==> src/design/qrs_div.sv <==
module qrs_div #(
   parameter int NUM_W = 34,
   parameter int DEN_W = 17,
   parameter int TAG_W = 1
) (
   input  logic             clock,
   input  logic             reset,
   input  logic             en,
   input  logic             in_valid,
   input  logic [NUM_W-1:0] in_num,
   input  logic [DEN_W-1:0] in_den,
   input  logic [TAG_W-1:0] in_tag,
   output logic             out_valid,
   output logic [NUM_W-1:0] out_quot,
   output logic [TAG_W-1:0] out_tag
);
   logic             valid_ff [NUM_W];
   logic [DEN_W-1:0] rem_ff   [NUM_W];
   logic [NUM_W-1:0] num_ff   [NUM_W];
   logic [NUM_W-1:0] quot_ff  [NUM_W];
   logic [DEN_W-1:0] den_ff   [NUM_W];
   logic [TAG_W-1:0] tag_ff   [NUM_W];

   for (genvar k = 0; k < NUM_W; k++) begin : g_stage
      logic             src_valid;
      logic [DEN_W-1:0] src_rem;
      logic [NUM_W-1:0] src_num;
      logic [NUM_W-1:0] src_quot;
      logic [DEN_W-1:0] src_den;
      logic [TAG_W-1:0] src_tag;
      logic [DEN_W:0]   rem_sh;
      logic [DEN_W:0]   rem_sub;
      logic [DEN_W-1:0] rem_in;
      logic             q_bit;

      if (k == 0) begin : g_first
         assign src_valid = in_valid;
         assign src_rem   = '0;
         assign src_num   = in_num;
         assign src_quot  = '0;
         assign src_den   = in_den;
         assign src_tag   = in_tag;
      end else begin : g_next
         assign src_valid = valid_ff[k-1];
         assign src_rem   = rem_ff[k-1];
         assign src_num   = num_ff[k-1];
         assign src_quot  = quot_ff[k-1];
         assign src_den   = den_ff[k-1];
         assign src_tag   = tag_ff[k-1];
      end

      // restoring step, one quotient bit per stage
      always_comb begin
         rem_sh  = {src_rem, src_num[NUM_W-1]};
         rem_sub = rem_sh - {1'b0, src_den};
         q_bit   = (rem_sh >= {1'b0, src_den});
         rem_in  = q_bit ? rem_sub[DEN_W-1:0] : rem_sh[DEN_W-1:0];
      end

      always_ff @(posedge clock) begin
         if (reset) begin
            valid_ff[k] <= 1'b0;
         end else if (en) begin
            valid_ff[k] <= src_valid;
         end
         if (en) begin
            rem_ff[k]  <= rem_in;
            num_ff[k]  <= {src_num[NUM_W-2:0], 1'b0};
            quot_ff[k] <= {src_quot[NUM_W-2:0], q_bit};
            den_ff[k]  <= src_den;
            tag_ff[k]  <= src_tag;
         end
      end
   end

   assign out_valid = valid_ff[NUM_W-1];
   assign out_quot  = quot_ff[NUM_W-1];
   assign out_tag   = tag_ff[NUM_W-1];
endmodule

==> config.mk <==
export PLATFORM = sky130hd
export DESIGN_NAME = qrs_div
export DESIGN_NICKNAME = d
export VERILOG_FILES = /design/src/design/qrs_div.sv
export SDC_FILE = /design/constraint.sdc
export NUM_CORES = 2
export LEC_CHECK = 0
export BUFFER_PORTS_ARGS = -buffer_cell sky130_fd_sc_hd__clkbuf_2
export CORE_UTILIZATION = 55
export CTS_CLUSTER_SIZE = 28
export DETAILED_ROUTE_END_ITERATION = 7
export MAX_ROUTING_LAYER = met4
export PLACE_DENSITY = 0.71
export RECOVER_POWER = 25
export SYNTH_ARGS = -nofsm -noshare
export SYNTH_HDL_FRONTEND = slang
export SYNTH_SLANG_ARGS = --single-unit
==> constraint.sdc <==
create_clock -name clock -period 4.25 [get_ports clock]
set_clock_uncertainty 0.05 [all_clocks]
set_input_delay 0.85 -clock clock [delete_from_list [all_inputs] [get_ports clock]]
set_output_delay 0.85 -clock clock [all_outputs]
set_load 0.02 [all_outputs]
# After elaboration in Yosys (flattened, before gate mapping)
# Memories as Yosys holds them, arrays and structs flattened.
# Cells that the tools add are included.
[op_classes]
n_bitwise = 34
muxes = 74
magnitude_cmp = 34
addsub = 34
[ops]
columns = ["cell", "n"]
rows = [
  ["$ge 18x17->1", 33],
  ["$mux 17", 34],
  ["$sub 17x17->17", 33],
  ["$mux 1", 40],
  ["$or 1x1->1", 34],
  ["$ge 1x17->1", 1],
  ["$sub 1x17->17", 1],
]
[word_totals]
output_inout_bits = 36
mem_count = 6
elab_cells = 182
input_bits = 56
ram_bits = 3502
register_bits = 0
[memory_table]
columns = ["memory", "depth", "width", "read_ports", "rd_ports_with_merged_regs", "wr", "line", "source"]
rows = [
  ["quot_ff", 34, 34, 34, 0, 34, "20", "logic [NUM_W-1:0] quot_ff [NUM_W];"],
  ["num_ff", 34, 33, 33, 0, 34, "19", "logic [NUM_W-1:0] num_ff [NUM_W];"],
  ["den_ff", 34, 17, 33, 0, 34, "21", "logic [DEN_W-1:0] den_ff [NUM_W];"],
  ["rem_ff", 34, 17, 33, 0, 34, "18", "logic [DEN_W-1:0] rem_ff [NUM_W];"],
  ["tag_ff", 34, 1, 34, 0, 34, "22", "logic [TAG_W-1:0] tag_ff [NUM_W];"],
  ["valid_ff", 34, 1, 34, 0, 34, "17", "logic valid_ff [NUM_W];"],
]

# Longest topological paths before layout
[depth]
depth_word = 4
depth_mapped = 14

# Least setup slack after synthesis
# OpenSTA, ideal clock, no wires.
[synth_timing]
path_type = "flip-flop to flip-flop"
start = "memory num_ff[5][32] in the netlist's numbering"
end = "memory rem_ff[6][10] (data pin)"
setup_time_ns = 0.260
arrival_ns = 2.897
period_less_slack_ns = 3.207
slack_ns = 1.043
path_stages_with_launch = 14
cell_sequence = "edfxtp_1 > inv_1 > ha_1 > inv_1 > fa_1 > a211oi_2 > o21ai_1 > a311oi_2 > nor2_2 > a41oi_2 > o21ai_2 > a41oi_4 > buf_6 > mux2_4"
[synth_lines]
columns = ["item", "line"]
rows = [
  ["from (decl)", "19"],
  ["to (decl)", "18"],
]

==> metrics.cfg <==
[global_routing]
grt_pass1_wl_um=302000
use_met2_pct=31.8
grt_pass1_vias=55800
globalRouteMet1Util_pct=27.4
grt.total_usage_pct=20.4
antenna_found_initial=2
grt_overflow=0
busiest_layer=met2
grt_max_degree=115
met3_usage_pct=3.02

[logic_synthesis]
synth_nets=7843
ys_seq_area_share_pct=67.4
synthCells=7192
synth.area.top_cells=edfxtp_1 (67%), ha_1 (6.7%), mux2_2 (3.4%)
synth_top_area_share_pct=67.4
synth-async-reset-ratio_pct=0
synth-edff-count=2346
ys_seq_elements=2346
yosysMostFrequentCell=edfxtp_1
synth_area_leader_cell=edfxtp_1
synth_cell_type_count=103
synth_ff_type=edfxtp_1
synth_warnings=0
syn_area_um2=104000
synth_area_per_cell_um2=14.5
synth_commonest_cells=edfxtp_1 (2346), inv_1 (719), ha_1 (563), o21ai_0 (396), a21oi_1 (379)

[clock_tree]
cts-htree-levels=4
cts-resized-gates=0
postCtsSetupBuffers=0
cts_tree=done
clkSinkCount=2346
clk_path_buf_depth=3
hold_buffers=0
cts.reportedPaths.clkPinSlew_ns=0.06
root_buffer=clkbuf_16
cts_made_buffers=234
clk_latency_ns=0.88

[run_status]
violations=DRC
status=complete, but fails checks

[setup_path]
r2r_end=rem_ff[7][16]
end_kind=flip-flop
r2r-start=num_ff[6][32]
start_kind=flip-flop
r2r_setup_slack_ns=0.54
crit_chain=inv_1 -> ha_1 -> inv_1 -> fa_1 -> a211oi_1 -> o211a_1 -> o31ai_1 -> a21oi_1 -> o311ai_0 -> a31oi_2 -> buf_4 -> o21ai_0
r2r_cells=12
cp_common_cell=inv_1
path_class=flip-flop to flip-flop
cp_slowest_cell=a31oi_2
max_stage_delay_ns=0.54
cp.arrival_ns=4.27
crit_required_ns=4.82
cp_max_fo=18

[route]
drc=4
num_vias=56400
viasPerCell=5.52
routed_wl_um=189000
ant_nets=0
drt_iter0_drc=3974
post_drt_wl_per_cell_um=18.6
drt-pass1-iter-count=7

[min_path]
worstHoldStart=in_num[13]
hold_path_depth=1
min_path_type=input pin to flip-flop
whs_endpoint=num_ff[0][13]

[floorplanning]
die_x_um=438
pin_count=92
core_um2=188000
start_util_pct=55.5
fp-row-count=159
die-area_um2=192000
die_height_um=438

[cells_and_area]
fin_nets=8159
drive_gt1_share_pct=11.8
final_util_pct=61.8
nFillCells=14100
multi_input_area_um2=30800
syn_to_final_growth_pct=11.4
seq_area_um2=70400

[timing]
timing.fmax_mhz=270
setup_viol=0
worst_slack_ns=0.541
rsz0062_at_grt=false
min_period_over_period_pct=87.3
fin_hold_ws_ns=0.0983
worst_pin_slew_ns=1.09
slew_viol_final=0
hold_viol=0
relSlewSlack_pct=27.2
tns_ns=0
finalCriticalPeriod_ns=3.71

[place]
port_buffers=91
post-place-ws_ns=0.600
gp_congestion=0.890
dp_hpwl_um=132000

[power_and_ir_drop]
p_per_area_nw_per_um2=705
power.leakage_nw=44.6
ir_worst_vdd_mv=0.430

[flow_run]
maxCapViolCount=0

[area by class of cell]
type	count	share of cell area (%)
multi-input combinational	4027	26.5
inverter	721	2.33
clock inverter	161	1.54
clock buffer	275	5.20
antenna	2	0.00430
sequential	2346	60.5
timing repair buffer	178	1.23
tap	2495	2.68
[metrics by stage]
stage	power, mW	std cells	area [um^2]
4_1_cts	82.6	10200	116000
5_1_grt	87.1	10200	116000
2_1_floorplan	54.8	7192	104000
3_5_place_dp	61.6	9767	109000
6_report	82.1	10200	116000
3_3_place_gp	61.0	9767	109000
[state kept, by name (all words and copies together) (netlist names)]
name	count
tag_ff	34
num_ff	561
den_ff	561
valid_ff	34
rem_ff	561
quot_ff	595
[kinds of logic (layout without fill, tap and decap cells)]
family                     count (synthesis)  in the layout  share of synthesized area, %
and+or+nand+nor                         1150           1150                          5.39
AOI/OAI and AO/OA                       1519           1519                          9.44
buffers and inverters                    819           1335                          3.09
muxes                                    367            367                          3.96
other                                      0              2                             0
DFF                                     2346           2346                          67.4
adders and majority gates                595            595                          7.36
xor gates and xnor gates                 396            396                          3.32
[critical path: cells and delay by family, from the launching register on]
family,cells,cell delay (ns)
flip-flops,1,0.38
buffers and inverters,3,0.44
AO/OA/AOI/OAI,7,1.99
adder cells (fa/ha/maj),2,0.58
[layer usage]
layer | part of all wire (%) | up-vias
met1 | 46 | 27200
met2 | 47 | 1092
met5 | 0 | -
met3 | 3.7 | 402
li1 | - | 27600
met4 | 3.2 | 0
[power breakdown]
part / leakage [nW] / internal [mW] / total, mW / switching (mW)
Combinational: 17.9 / 12.8 / 27.5 / 14.7
Sequential: 23.0 / 31.4 / 33.9 / 2.46
Clock: 3.78 / 11.9 / 20.7 / 8.76
[worst max path at each step]
stage / cells after the start / to / slack, ns / start
after global routing: 12 / rem_ff[7][16] / 0.25 / num_ff[6][32]
after global placement: 12 / rem_ff[14][1] / 0.72 / num_ff[13][32]
after floorplan: 13 / rem_ff[6][10] / 1.04 / num_ff[5][32]
final: 12 / rem_ff[7][16] / 0.54 / num_ff[6][32]
after CTS: 12 / rem_ff[7][16] / 0.58 / num_ff[6][32]
after detailed placement: 12 / rem_ff[7][16] / 0.60 / num_ff[6][32]
[cells in the final DEF (no fill, tap or decap), types with 27 or more instances in the layout]
master,count
o21ai_0,394
nor3_1,69
buf_4,61
clkinv_1,52
bufinv_16,28
clkbuf_1,54
mux2_2,312
clkinv_2,42
edfxtp_1,2346
nor2_1,260
inv_1,719
mux2i_1,37
nand4_1,72
a31oi_1,44
a211oi_1,54
a21oi_1,378
clkbuf_16,236
xor2_1,172
buf_12,27
o21a_1,110
and2_1,46
a21o_1,188
o21bai_1,51
nand3_1,73
o31a_1,27
nand2b_1,65
a211o_1,32
nor2b_1,80
fa_1,32
xnor2_1,224
nand2_1,347
ha_1,563
clkbuf_2,75
(Power assumes the default switching activity.)
